<file path="config.mk">
export PLATFORM = sky130hd
export DESIGN_NAME = sobel_edge_magnitude_filter_flat
export DESIGN_NICKNAME = d
export VERILOG_FILES = /design/src/rtl/sem_pkg.sv /design/src/rtl/sem_req_if.sv /design/src/rtl/sem_rsp_if.sv /design/src/rtl/sem_line_buffer.sv /design/src/rtl/sem_scan_counter.sv /design/src/rtl/sem_window.sv /design/src/rtl/sobel_edge_magnitude_filter.sv /design/src/flat_wrapper.sv
export SDC_FILE = /design/constraint.sdc
export NUM_CORES = 1
export LEC_CHECK = 0
export BUFFER_PORTS_ARGS = -buffer_cell sky130_fd_sc_hd__clkbuf_2
export CAP_MARGIN = 20
export CORE_ASPECT_RATIO = 1.2
export CORE_MARGIN = 4
export CORE_UTILIZATION = 60
export CTS_CLUSTER_DIAMETER = 200
export DETAILED_ROUTE_END_ITERATION = 8
export PLACE_DENSITY = 0.8
export SYNTH_ARGS = -nofsm -noshare
export SYNTH_HDL_FRONTEND = slang
export SYNTH_SLANG_ARGS = --single-unit
</file>
<file path="constraint.sdc">
create_clock -name clock -period 8.6 [get_ports clock]
set_input_delay 0.86 -clock clock [delete_from_list [all_inputs] [get_ports clock]]
set_output_delay 0.86 -clock clock [all_outputs]
set_load 0.03 [all_outputs]
</file>
<file path="src/rtl/sem_pkg.sv">
// ----------------------------------------------------------------------------
// sem_pkg
// Shared types and constants of the Sobel edge magnitude filter.
// ----------------------------------------------------------------------------
package sem_pkg;

   // Line buffer depth and derived widths
   localparam int MAX_WIDTH = 64;
   localparam int COL_W     = $clog2(MAX_WIDTH);

   // Fixed field widths
   localparam int PIXEL_W  = 8;
   localparam int WIDTH_W  = 7;
   localparam int HEIGHT_W = 8;
   localparam int MAG_W    = 8;
   localparam int CSR_W    = 8;

   // Reset and clamp values of the image geometry
   localparam logic [WIDTH_W-1:0]  WIDTH_RESET  = WIDTH_W'(16);
   localparam logic [HEIGHT_W-1:0] HEIGHT_RESET = HEIGHT_W'(16);
   localparam logic [WIDTH_W-1:0]  WIDTH_MIN    = WIDTH_W'(3);
   localparam logic [WIDTH_W-1:0]  WIDTH_MAX    = WIDTH_W'(MAX_WIDTH);
   localparam logic [HEIGHT_W-1:0] HEIGHT_MIN   = HEIGHT_W'(3);

   typedef logic [PIXEL_W-1:0] pixel_type;
   typedef logic [COL_W-1:0]   col_type;
   typedef logic [HEIGHT_W-1:0] row_type;

   // Register indexes of the configuration port
   typedef enum logic [0:0] {
      CSR_IMAGE_WIDTH  = 1'b0,
      CSR_IMAGE_HEIGHT = 1'b1
   } csr_index_type;

   // Position of one pixel and what it produces
   typedef struct packed {
      col_type col;
      logic    produce;
      logic    frame_last;
      row_type center_row;
      col_type center_col;
   } scan_info_type;

endpackage

</file>
<file path="src/rtl/sem_req_if.sv">
// ----------------------------------------------------------------------------
// sem_req_if
// Pixel input channel: valid/ready handshake with one grayscale pixel.
// ----------------------------------------------------------------------------
interface sem_req_if import sem_pkg::*; ();

   logic      valid;
   logic      ready;
   pixel_type pixel;

   modport source (output valid, output pixel, input ready);
   modport sink   (input valid, input pixel, output ready);

endinterface

</file>
<file path="src/rtl/sem_rsp_if.sv">
// ----------------------------------------------------------------------------
// sem_rsp_if
// Result channel: valid/ready handshake with edge magnitude and position.
// ----------------------------------------------------------------------------
interface sem_rsp_if import sem_pkg::*; ();

   logic             valid;
   logic             ready;
   logic [MAG_W-1:0] magnitude;
   row_type          center_row;
   col_type          center_col;
   logic             frame_last;

   modport source (output valid, output magnitude, output center_row,
                   output center_col, output frame_last, input ready);
   modport sink   (input valid, input magnitude, input center_row,
                   input center_col, input frame_last, output ready);

endinterface

</file>
<file path="src/rtl/sem_line_buffer.sv">
// ----------------------------------------------------------------------------
// sem_line_buffer
// Two image rows in one memory: each entry holds the older and the newer
// row pixel of a column. Registered read, one write port.
// ----------------------------------------------------------------------------
module sem_line_buffer import sem_pkg::*; (
   input  logic      clock,
   input  logic      rd_en,
   input  col_type   rd_addr,
   output pixel_type rd_top,
   output pixel_type rd_mid,
   input  logic      wr_en,
   input  col_type   wr_addr,
   input  pixel_type wr_mid,
   input  pixel_type wr_bot
);

   logic [2*PIXEL_W-1:0] mem [MAX_WIDTH];
   logic [2*PIXEL_W-1:0] rd_data_ff;

   // Shift the column down one row: middle becomes top, new pixel becomes middle
   always_ff @(posedge clock) begin
      if (wr_en) begin
         mem[wr_addr] <= {wr_mid, wr_bot};
      end
   end

   // Fetch the two upper rows for the incoming pixel
   always_ff @(posedge clock) begin
      if (rd_en) begin
         rd_data_ff <= mem[rd_addr];
      end
   end

   assign rd_top = rd_data_ff[2*PIXEL_W-1:PIXEL_W];
   assign rd_mid = rd_data_ff[PIXEL_W-1:0];

endmodule

</file>
<file path="src/rtl/sem_scan_counter.sv">
// ----------------------------------------------------------------------------
// sem_scan_counter
// Image geometry registers and the raster position of the next pixel.
// Tells for each pixel whether it closes an interior 3x3 window.
// ----------------------------------------------------------------------------
module sem_scan_counter import sem_pkg::*; (
   input  logic               clock,
   input  logic               reset,
   input  logic               csr_wr_en,
   input  csr_index_type      csr_index,
   input  logic [CSR_W-1:0]   csr_wdata,
   input  logic               advance,
   output scan_info_type      info
);

   logic [WIDTH_W-1:0]  width_ff;
   logic [HEIGHT_W-1:0] height_ff;
   col_type             col_ff;
   col_type             col_in;
   row_type             row_ff;
   row_type             row_in;
   logic [WIDTH_W-1:0]  width_eff;
   logic [HEIGHT_W-1:0] height_eff;
   logic [WIDTH_W-1:0]  col_ext;
   logic [WIDTH_W-1:0]  col_next;
   logic [HEIGHT_W:0]   row_next;

   // Write the geometry registers
   always_ff @(posedge clock) begin
      if (reset) begin
         width_ff  <= WIDTH_RESET;
         height_ff <= HEIGHT_RESET;
      end else if (csr_wr_en) begin
         case (csr_index)
            CSR_IMAGE_WIDTH:  width_ff  <= csr_wdata[WIDTH_W-1:0];
            CSR_IMAGE_HEIGHT: height_ff <= csr_wdata[HEIGHT_W-1:0];
            default:          width_ff  <= width_ff;
         endcase
      end
   end

   // Clamp the geometry to what the line buffers support
   always_comb begin
      if (width_ff < WIDTH_MIN) begin
         width_eff = WIDTH_MIN;
      end else if (width_ff > WIDTH_MAX) begin
         width_eff = WIDTH_MAX;
      end else begin
         width_eff = width_ff;
      end
      height_eff = (height_ff < HEIGHT_MIN) ? HEIGHT_MIN : height_ff;
   end

   // Advance the raster position, wrap at row and frame end
   always_comb begin
      col_ext  = WIDTH_W'(col_ff);
      col_next = col_ext + WIDTH_W'(1);
      row_next = (HEIGHT_W+1)'(row_ff) + (HEIGHT_W+1)'(1);
      col_in   = col_ff;
      row_in   = row_ff;
      if (advance) begin
         if (col_next >= width_eff) begin
            col_in = '0;
            row_in = (row_next >= (HEIGHT_W+1)'(height_eff)) ? '0 : row_next[HEIGHT_W-1:0];
         end else begin
            col_in = col_next[COL_W-1:0];
         end
      end
   end

   always_ff @(posedge clock) begin
      if (reset) begin
         col_ff <= '0;
         row_ff <= '0;
      end else begin
         col_ff <= col_in;
         row_ff <= row_in;
      end
   end

   // Describe the pixel at the current position
   always_comb begin
      info.col        = col_ff;
      info.produce    = (col_ff >= COL_W'(2)) && (col_ext < width_eff) &&
                        (row_ff >= HEIGHT_W'(2)) && (row_ff < height_eff);
      info.frame_last = (row_ff == height_eff - HEIGHT_W'(1)) &&
                        (col_ext == width_eff - WIDTH_W'(1));
      info.center_row = row_ff - HEIGHT_W'(1);
      info.center_col = col_ff - COL_W'(1);
   end

endmodule

</file>
<file path="src/rtl/sem_window.sv">
// ----------------------------------------------------------------------------
// sem_window
// 3x3 pixel window: two held columns plus the current column, and the
// L1 Sobel magnitude of the window.
// ----------------------------------------------------------------------------
module sem_window import sem_pkg::*; (
   input  logic             clock,
   input  logic             reset,
   input  logic             shift_en,
   input  pixel_type        top,
   input  pixel_type        mid,
   input  pixel_type        bot,
   output logic [MAG_W-1:0] magnitude
);

   localparam int GRAD_W = PIXEL_W + 4;

   // Entries 0..2: column two back; 3..5: previous column (top, mid, bottom)
   pixel_type win_ff [6];

   logic signed [GRAD_W-1:0] gx;
   logic signed [GRAD_W-1:0] gy;
   logic        [GRAD_W-1:0] abs_gx;
   logic        [GRAD_W-1:0] abs_gy;
   logic        [GRAD_W-1:0] sum;

   function automatic logic signed [GRAD_W-1:0] ext(input pixel_type p);
      return $signed({4'b0000, p});
   endfunction

   // Shift the window by one column
   always_ff @(posedge clock) begin
      if (reset) begin
         for (int i = 0; i < 6; i++) begin
            win_ff[i] <= '0;
         end
      end else if (shift_en) begin
         win_ff[0] <= win_ff[3];
         win_ff[1] <= win_ff[4];
         win_ff[2] <= win_ff[5];
         win_ff[3] <= top;
         win_ff[4] <= mid;
         win_ff[5] <= bot;
      end
   end

   // Horizontal and vertical gradients, then |Gx|+|Gy| scaled by 1/8
   always_comb begin
      gx = ext(top) + (ext(mid) <<< 1) + ext(bot)
         - ext(win_ff[0]) - (ext(win_ff[1]) <<< 1) - ext(win_ff[2]);
      gy = ext(win_ff[0]) + (ext(win_ff[3]) <<< 1) + ext(top)
         - ext(win_ff[2]) - (ext(win_ff[5]) <<< 1) - ext(bot);
      abs_gx    = gx[GRAD_W-1] ? 12'(-gx) : 12'(gx);
      abs_gy    = gy[GRAD_W-1] ? 12'(-gy) : 12'(gy);
      sum       = abs_gx + abs_gy;
      magnitude = sum[MAG_W+2:3];
   end

endmodule

</file>
<file path="src/rtl/sobel_edge_magnitude_filter.sv">
// ----------------------------------------------------------------------------
// sobel_edge_magnitude_filter
// Streaming 3x3 Sobel edge detector with L1 magnitude over a raster image.
//
//   channel | direction | payload
//   --------+-----------+---------------------------------------------------
//   req_ch  | in        | pixel
//   rsp_ch  | out       | magnitude, center_row, center_col, frame_last
//   csr_*   | in        | csr_index selects image_width / image_height
//
// One pixel per clock unless a stalled result holds the pipeline; an interior
// pixel's result passes the registered line buffer read and then the result
// register. Border pixels give no result. Synchronous reset clears the
// counters, window and pipeline; line buffer contents stay undefined.
// A stalled result holds the pipeline: req_ch.ready drops only while the
// result register is full, not taken, and the pixel held in the window
// stage has a result.
// ----------------------------------------------------------------------------
module sobel_edge_magnitude_filter import sem_pkg::*; (
   input  logic               clock,
   input  logic               reset,
   sem_req_if.sink            req_ch,
   sem_rsp_if.source          rsp_ch,
   input  logic               csr_wr_en,
   input  csr_index_type      csr_index,
   input  logic [CSR_W-1:0]   csr_wdata
);

   logic             accept;
   logic             s1_advance;
   scan_info_type    scan_info;
   logic             s1_valid_ff;
   pixel_type        s1_pixel_ff;
   scan_info_type    s1_info_ff;
   pixel_type        lb_top;
   pixel_type        lb_mid;
   logic [MAG_W-1:0] win_mag;
   logic             out_valid_ff;
   logic [MAG_W-1:0] out_mag_ff;
   row_type          out_row_ff;
   col_type          out_col_ff;
   logic             out_last_ff;

   // Handshake: the window stage moves on unless its result finds the output full
   assign s1_advance   = s1_valid_ff &&
                         (!s1_info_ff.produce || !out_valid_ff || rsp_ch.ready);
   assign req_ch.ready = !s1_valid_ff || s1_advance;
   assign accept       = req_ch.valid && req_ch.ready;

   sem_scan_counter u_scan (
      .clock     (clock),
      .reset     (reset),
      .csr_wr_en (csr_wr_en),
      .csr_index (csr_index),
      .csr_wdata (csr_wdata),
      .advance   (accept),
      .info      (scan_info)
   );

   sem_line_buffer u_lines (
      .clock   (clock),
      .rd_en   (accept),
      .rd_addr (scan_info.col),
      .rd_top  (lb_top),
      .rd_mid  (lb_mid),
      .wr_en   (s1_valid_ff),
      .wr_addr (s1_info_ff.col),
      .wr_mid  (lb_mid),
      .wr_bot  (s1_pixel_ff)
   );

   // Hold the accepted pixel and its position while the rows are fetched
   always_ff @(posedge clock) begin
      if (reset) begin
         s1_valid_ff <= 1'b0;
      end else if (accept) begin
         s1_valid_ff <= 1'b1;
      end else if (s1_advance) begin
         s1_valid_ff <= 1'b0;
      end
   end

   always_ff @(posedge clock) begin
      if (accept) begin
         s1_pixel_ff <= req_ch.pixel;
         s1_info_ff  <= scan_info;
      end
   end

   sem_window u_window (
      .clock     (clock),
      .reset     (reset),
      .shift_en  (s1_advance),
      .top       (lb_top),
      .mid       (lb_mid),
      .bot       (s1_pixel_ff),
      .magnitude (win_mag)
   );

   // Result register: load on an interior pixel, drop once taken
   always_ff @(posedge clock) begin
      if (reset) begin
         out_valid_ff <= 1'b0;
      end else if (s1_advance && s1_info_ff.produce) begin
         out_valid_ff <= 1'b1;
      end else if (rsp_ch.ready) begin
         out_valid_ff <= 1'b0;
      end
   end

   always_ff @(posedge clock) begin
      if (s1_advance && s1_info_ff.produce) begin
         out_mag_ff  <= win_mag;
         out_row_ff  <= s1_info_ff.center_row;
         out_col_ff  <= s1_info_ff.center_col;
         out_last_ff <= s1_info_ff.frame_last;
      end
   end

   assign rsp_ch.valid      = out_valid_ff;
   assign rsp_ch.magnitude  = out_mag_ff;
   assign rsp_ch.center_row = out_row_ff;
   assign rsp_ch.center_col = out_col_ff;
   assign rsp_ch.frame_last = out_last_ff;

`ifndef SYNTHESIS
   // Reset empties both pipeline stages
   a_reset_empty: assert property (@(posedge clock)
      reset |=> (!out_valid_ff && !s1_valid_ff))
      else $error("pipeline not empty after reset");

   // Results only come from interior pixels
   a_interior_only: assert property (@(posedge clock) disable iff (reset)
      rsp_ch.valid |-> (rsp_ch.center_row != '0 && rsp_ch.center_col != '0))
      else $error("result for a border pixel");

   // An empty result register never blocks the input
   a_no_false_stall: assert property (@(posedge clock) disable iff (reset)
      !out_valid_ff |-> req_ch.ready)
      else $error("input stalled with empty result register");

   // The line buffer never writes the column it is reading
   a_no_rw_collision: assert property (@(posedge clock) disable iff (reset)
      (accept && s1_valid_ff) |-> (scan_info.col != s1_info_ff.col))
      else $error("line buffer read and write hit the same column");

   // A result is loaded only as the window stage moves on
   a_load_on_advance: assert property (@(posedge clock) disable iff (reset)
      (!$past(reset) && $rose(out_valid_ff)) |-> $past(s1_advance))
      else $error("result register loaded without an advance");
`endif

endmodule

</file>
<file path="src/flat_wrapper.sv">
// flat-port wrapper written by rule: the top's interface ports become plain ports
module sobel_edge_magnitude_filter_flat import sem_pkg::*;
  (clock, reset, csr_wr_en, csr_index, csr_wdata, req_ch_valid, req_ch_pixel, req_ch_ready, rsp_ch_valid, rsp_ch_magnitude, rsp_ch_center_row, rsp_ch_center_col, rsp_ch_frame_last, rsp_ch_ready);
  sem_req_if req_ch_i ();
  sem_rsp_if rsp_ch_i ();
  input  logic clock;
  input  logic reset;
  input  logic csr_wr_en;
  input  csr_index_type csr_index;
  input  logic [CSR_W-1:0] csr_wdata;
  input wire logic [$bits(req_ch_i.valid)-1:0] req_ch_valid;
  input wire logic [$bits(req_ch_i.pixel)-1:0] req_ch_pixel;
  output wire logic [$bits(req_ch_i.ready)-1:0] req_ch_ready;
  output wire logic [$bits(rsp_ch_i.valid)-1:0] rsp_ch_valid;
  output wire logic [$bits(rsp_ch_i.magnitude)-1:0] rsp_ch_magnitude;
  output wire logic [$bits(rsp_ch_i.center_row)-1:0] rsp_ch_center_row;
  output wire logic [$bits(rsp_ch_i.center_col)-1:0] rsp_ch_center_col;
  output wire logic [$bits(rsp_ch_i.frame_last)-1:0] rsp_ch_frame_last;
  input wire logic [$bits(rsp_ch_i.ready)-1:0] rsp_ch_ready;
  assign req_ch_i.valid = req_ch_valid;
  assign req_ch_i.pixel = req_ch_pixel;
  assign req_ch_ready = req_ch_i.ready;
  assign rsp_ch_valid = rsp_ch_i.valid;
  assign rsp_ch_magnitude = rsp_ch_i.magnitude;
  assign rsp_ch_center_row = rsp_ch_i.center_row;
  assign rsp_ch_center_col = rsp_ch_i.center_col;
  assign rsp_ch_frame_last = rsp_ch_i.frame_last;
  assign rsp_ch_i.ready = rsp_ch_ready;
  sobel_edge_magnitude_filter u_core (.clock(clock), .reset(reset), .req_ch(req_ch_i), .rsp_ch(rsp_ch_i), .csr_wr_en(csr_wr_en), .csr_index(csr_index), .csr_wdata(csr_wdata));
endmodule
</file>
# Word level (Yosys, flattened, before mapping)

Memory sizes are Yosys's and may differ from the RTL's. A register that Yosys moved wholly into a read port is not among the register bits.
Index checks and enable logic that the tools add are counted.

Add/sub/neg operators: 19
Magnitude comparators: 9
Equality and inequality tests: 2
Multiplexer cells: 24
Bitwise operators: 7
Reduce and logical (&&, ||, !) cells: 18

Operators with widths:

| cell                                                       | count |
|---|---|
| 2-to-1 mux 8 bit                                           | 8 |
| subtractor 11 x 8 -> 12 bit                                | 2 |
| subtractor 12 x 10 -> 12 bit                               | 2 |
| subtractor 12 x 9 -> 12 bit                                | 2 |
| adder 10 x 8 -> 11 bit                                     | 2 |
| 2-to-1 mux 11 bit                                          | 2 |
| negator 11 bit                                             | 2 |
| adder 8 x 9 -> 10 bit                                      | 2 |
| subtractor 8 x 1 -> 8 bit, second input constant           | 2 |
| 2-to-1 mux 7 bit                                           | 2 |
| adder 11 bit                                               | 1 |
| 2-to-1 mux 1 bit                                           | 11 |
| adder 8 x 1 -> 9 bit, second input constant                | 1 |
| >= comparator 9 x 8 -> 1 bit                               | 1 |
| == test 8 bit                                              | 1 |
| >= comparator 8 x 2 -> 1 bit, second input constant        | 1 |
| less-than comparator 8 x 2 -> 1 bit, second input constant | 1 |
| less-than comparator 8 bit                                 | 1 |
| adder 6 x 1 -> 7 bit, second input constant                | 1 |
| == test 6 x 7 -> 1 bit                                     | 1 |
| >= comparator 7 bit                                        | 1 |
| greater-than comparator 7 bit, second input constant       | 1 |
| logical AND 1 bit                                          | 7 |
| less-than comparator 6 x 7 -> 1 bit                        | 1 |
| other kinds (11)                                           | 23 |

Register bits after elaboration: 84
Memory bits (writable): 1072
Input bits: 22
Output and inout bits: 25
Word-level logic and storage cells: 97
Memories kept: 2

Memories:

| name                   | depth | bits a word | read ports | clocked after memory_dff | write ports | RTL line              | RTL |
|---|---|---|---|---|---|---|---|
| u_core.u_lines.mem     | 64    | 16          | 1          | 1                        | 1           | sem_line_buffer.sv:18 | `logic [2*PIXEL_W-1:0] mem [MAX_WIDTH];` |
| u_core.u_window.win_ff | 6     | 8           | 6          | 0                        | 6           | sem_window.sv:19      | `pixel_type win_ff [6];` |

# Depth between registers and ports, before layout

An unclocked memory read counts as a cell.

Depth after elaboration: 9
Depth in mapped cells: 26
Mapped depth without buffers: 25

# Hierarchy

A second synthesis with hierarchy kept.

Cell total of the unflattened synthesis: 2717
Area, all modules: 49597.6 µm²

Modules (own cells, without submodules):

| module                      | times used | cells an instance | area an instance (µm²) | seq. area each (µm²) |
|---|---|---|---|---|
| sem_line_buffer             | 1          | 1829              | 40202.3                | 31230.0 |
| sem_window                  | 1          | 487               | 5029.8                 | 1441.4 |
| sem_scan_counter            | 1          | 336               | 2670.1                 | 580.6 |
| sobel_edge_magnitude_filter | 1          | 65                | 1695.4                 | 1631.6 |

# Worst setup path before layout

Ideal clock, no wire load.

Kind: reg2reg
Start point: register u_core.s1_pixel_ff[1]
End point: register u_core.out_mag_ff[7], in the netlist u_core.rsp_ch.magnitude[7], data pin
Library setup time: 0.268 ns
Data arrival time: 5.801 ns
Data required time: 8.332 ns
Setup slack: 2.531 ns
Cell stages (with the launch flop): 24
Buffers on the path: 0
Clock period less this slack: 6.069 ns
Cell sequence: edfxtp_1 inv_1 fa_1 ha_1 fa_1 inv_1 ha_1 fa_1 a211o_1 o211ai_1 a21oi_1 nor2_1 o21ai_1 nor2_1 xor2_1 ha_1 a21oi_1 a21boi_1 o31ai_1 a21oi_1 o21ai_1 nand2b_1 a21oi_1 xnor3_1

Cells in the longest elaborated chain, start to end: 7
Elaborated cells on any way between the ends: 10
Those cells by class: add/sub (8); mux (2)

RTL lines:

| what                                   | RTL line                           | RTL |
|---|---|---|
| start, declared                        | sobel_edge_magnitude_filter.sv:33  | `pixel_type s1_pixel_ff;` |
| start signal, assigned                 | sobel_edge_magnitude_filter.sv:85  | `s1_pixel_ff <= req_ch.pixel;` |
| adder 10 x 8 -> 11 bit                 | sem_window.sv:49                   | `gx = ext(top) + (ext(mid) <<< 1) + ext(bot)` |
| subtractor 11 x 8 -> 12 bit            | sem_window.sv:50                   | `- ext(win_ff[0]) - (ext(win_ff[1]) <<< 1) - ext(win_ff[2]);` |
| subtractor 12 x 10 -> 12 bit           | sem_window.sv:50                   |  |
| subtractor 12 x 9 -> 12 bit            | sem_window.sv:50                   |  |
| negator 11 bit                         | sem_window.sv:53                   | `abs_gx = gx[GRAD_W-1] ? 12'(-gx) : 12'(gx);` |
| 2-to-1 mux 11 bit                      | sem_window.sv:53                   |  |
| adder 11 bit *                         | sem_window.sv:55                   | `sum = abs_gx + abs_gy;` |
| named net u_core.u_window.magnitude[7] | sem_window.sv:13                   | `output logic [MAG_W-1:0] magnitude` |
| end signal, assigned                   | sobel_edge_magnitude_filter.sv:113 | `out_mag_ff <= win_mag;` |
| end, declared                          | sobel_edge_magnitude_filter.sv:39  | `logic [MAG_W-1:0] out_mag_ff;` |

The timed path passes the listed nets; every way through them passes the cells marked *.
A chain may end at the register's enable or synchronous reset.

# Worst setup path in the final report

Same ends and word-level chain as after synthesis.

==> metrics.txt <==
unrepaired setup endpoints after global routing=false; initial core utilization=0.607; clk_skew=0.0372 ns; CP max FO=65; register area share after synthesis=0.711; P&R area growth vs syn=11.2%; status=finished, final reports clean; Req. time, crit path=9.02 ns; Yosys reg bits=1172; Crit. End Element=register; WL/cell=29.5 um; Synth Net Count=2692; largest net degree at the start of global routing=116; DR iter-0 viols=3124; first-pass GRT wire length=170000 um; reg2reg setup slack=2.04 ns; Die Span Y=321 um; distinct cell type count after synthesis=60; number of synthesized flops with an enable pin=1141; # Max-Cap Violations=0; # DRC=0; top-level port count=47; layout net count=2830; Setup CP Type=register to register; minimum clock period=6.56 ns; final hold violations=0; hold_sp=req_ch_pixel[7]; synthesized area=49100 sq um; synthesized instance count=2536; Worst EP arrival=6.98 ns; Core ar.=80900 sq um; DIE WIDTH=269 um; Worst setup SP type=register; Worst-Margin Slew=1.11 ns; Cell Pwr Density=260 nW/um^2; post-route antenna net violation count=0; Async SR Flop Fraction=0; fin util=0.675; clock-pin slew on the worst setup and hold paths=0.06 ns; final worst slack=2.04 ns; final count of negative-setup-slack endpoints=0; area of the multi-input gates=13200 sq um; global route overflow=0; Pwr Total=14.2 mW; WHS Path Cells=1; hold-fix buffer count after cts=0; cts bufs inserted=109; Layout fillers=4762; syn avg cell area=19.4 sq um; hpwl dp=64000 um; CP max stage delay=0.50 ns; All-Layer GR Usage=0.268; clk sinks=1172; Post-CTS Setup Bufs=0; r2r worst-path depth=24; commonest non-fill, non-tap cells in the layout=edfxtp_1 (1141), mux4_2 (288), mux2i_1 (150); Cell Rows=114; CP Cell Sequence=buf_4 -> inv_1 -> fa_1 -> ha_1 -> fa_1 -> inv_1 -> ha_1 -> fa_1 -> a211o_1 -> o211ai_1 -> a21oi_1 -> nor2_1 -> o21ai_1 -> nor2_1 -> xor2_1 -> ha_1 -> a21oi_1 -> a21boi_1 -> o31ai_1 -> a21oi_1 -> o21ai_1 -> nand2b_1 -> a21oi_1 -> xnor3_1; commonest non-fill, non-tap cell in the layout=edfxtp_1; RR Startpoint=u_core.s1_pixel_ff[1]$_DFFE_PP_; via count=24987; I/O Buffers=46; WHS=0.364 ns; layout cells sized above 1=0.227; Routed Wire Length=113000 um; clock buffer depth=3; CP dominant cell by count=a21oi_1; Slew Limit Fails=0; fmax=152 MHz; CTS tree=yes; leakage=18.1 nW; 1st-pass router iterations=6; Post-Place Worst Slack=1.93 ns; H-tree depth=3; Placer Congestion=0.855; clk_lat worst skew=0.71 ns; initial antenna violation count=0; Hold Crit Class=primary input to register; WHS Endpoint=u_core.s1_pixel_ff[7]$_DFFE_PP_; predominant post-synthesis flop cell=edfxtp_1; Post-CTS Resized=0; Vias/cell=6.55; die area=86500 sq um; CTS root buf=clkbuf_16; VDD IR max=338 uV; vias in the first global route=25914; TNS Setup=0 ns; final worst-path cycle share=0.763; Yosys Warn Count=0; register area=34900 sq um; worst r2r dst=u_core.rsp_ch.magnitude[7]$_DFFE_PP_; worst rel slew slack=0.256; Crit-path slowest cell=buf_4
-- per-stage QoR --
stage,instance area (sq um),std cells
final,54600,3812
after global routing,54600,3811
after CTS,54500,3805
after detailed placement,51000,3601
after global placement,50900,3596
after floorplan,49100,2536
-- report_power, final --
group / leakage (nW) / switching [mW] / internal (mW)
combinational: 5.73 / 1.63 / 1.27
clock: 1.72 / 2.09 / 2.66
sequential: 10.6 / 0.0540 / 6.48
total: 18.1 / 3.77 / 10.4
-- cell type report --
type | count | share of cell area
multi-input combinational | 1101 | 0.242
clock buffer | 132 | 0.0519
sequential | 1172 | 0.639
antenna | 1 | 0.0000458
inverter | 145 | 0.0100
clock inverter | 72 | 0.0125
timing repair buffer | 145 | 0.0203
tap | 1044 | 0.0239
-- metal layers --
metal,vias to the layer above,track usage,share of wire
met5,-,0,0
met4,0,0.107,0.042
met3,235,0.0422,0.086
met2,1503,0.443,0.51
met1,12947,0.365,0.37
li1,10302,-,-
-- registers in the layout, indices dropped and copies added (netlist names) --
signal                     cells
u_core.u_lines.rd_data_ff     16
u_core.u_scan.width_ff         7
u_core.rsp_ch.center_col       6
u_core.s1_pixel_ff             8
u_core.u_scan.height_ff        8
u_core.u_scan.col_ff           6
u_core.rsp_ch.magnitude        8
u_core.rsp_ch.frame_last       1
u_core.s1_valid_ff             1
u_core.u_lines.mem          1024
u_core.s1_info_ff             22
u_core.u_window.win_ff        48
u_core.rsp_ch.valid            1
u_core.rsp_ch.center_row       8
u_core.u_scan.row_ff           8
-- critical path: cells and delay by family, from the launching register on --
kind                       cells  cell delay (ns)
AOI/OAI and AO/OA             10             1.94
buffers and inverters          3             0.80
and+or+nand+nor                3             0.46
xor gates and xnor gates       2             0.41
DFF                            1             0.32
adders and majority gates      6             2.26
-- logic make-up (layout without fill, tap and decap cells) --
kind of cell / Yosys count / after routing / share of synthesized area
AO/OA/AOI/OAI: 123 / 123 / 0.0158
multiplexers: 441 / 441 / 0.163
adder cells (fa/ha/maj): 134 / 134 / 0.0436
other: 0 / 1 / 0
XOR/XNOR: 66 / 66 / 0.0122
buffers and inverters: 263 / 494 / 0.0213
AND/OR/NAND/NOR: 337 / 337 / 0.0328
flip-flops: 1172 / 1172 / 0.711
-- synthesized netlist by cell type, drive strengths merged (3+ instances only) --
cell / count / area (sq um)
edfxtp: 1141 / 34300
mux4: 288 / 6490
nor3: 50 / 262
a211oi: 3 / 27.5
nand3: 24 / 120
xnor2: 42 / 368
o21a: 12 / 90.1
a21oi: 38 / 194
nor2: 132 / 495
buf: 53 / 259
and2: 23 / 144
a21o: 6 / 45.0
inv: 144 / 541
nand2: 46 / 173
fa: 62 / 1240
nor3b: 4 / 30.0
nand3b: 7 / 52.6
clkbuf: 65 / 244
or3: 4 / 30.0
a211o: 4 / 35.0
and3: 8 / 50.1
nand2b: 12 / 75.1
mux2i: 150 / 1500
ha: 72 / 901
o21ai: 30 / 150
a31oi: 6 / 37.5
o211ai: 3 / 22.5
nor4: 9 / 56.3
a22oi: 6 / 45.0
dfxtp: 31 / 621
nor2b: 12 / 75.1
mux2: 3 / 33.8
xor2: 23 / 209
-- worst max-delay path by stage --
stage	end	cells past startpoint	start
2_1_floorplan	u_core.rsp_ch.magnitude[7]$_DFFE_PP_	23	u_core.s1_pixel_ff[1]$_DFFE_PP_
3_3_place_gp	u_core.rsp_ch.magnitude[7]$_DFFE_PP_	21	u_core.s1_pixel_ff[3]$_DFFE_PP_
3_5_place_dp	u_core.rsp_ch.magnitude[7]$_DFFE_PP_	21	u_core.s1_pixel_ff[3]$_DFFE_PP_
4_1_cts	u_core.rsp_ch.magnitude[7]$_DFFE_PP_	21	u_core.s1_pixel_ff[3]$_DFFE_PP_
5_1_grt	u_core.rsp_ch.magnitude[7]$_DFFE_PP_	24	u_core.s1_pixel_ff[1]$_DFFE_PP_
6_report	u_core.rsp_ch.magnitude[7]$_DFFE_PP_	24	u_core.s1_pixel_ff[1]$_DFFE_PP_
No activity file was read; power rests on OpenSTA's default activity.
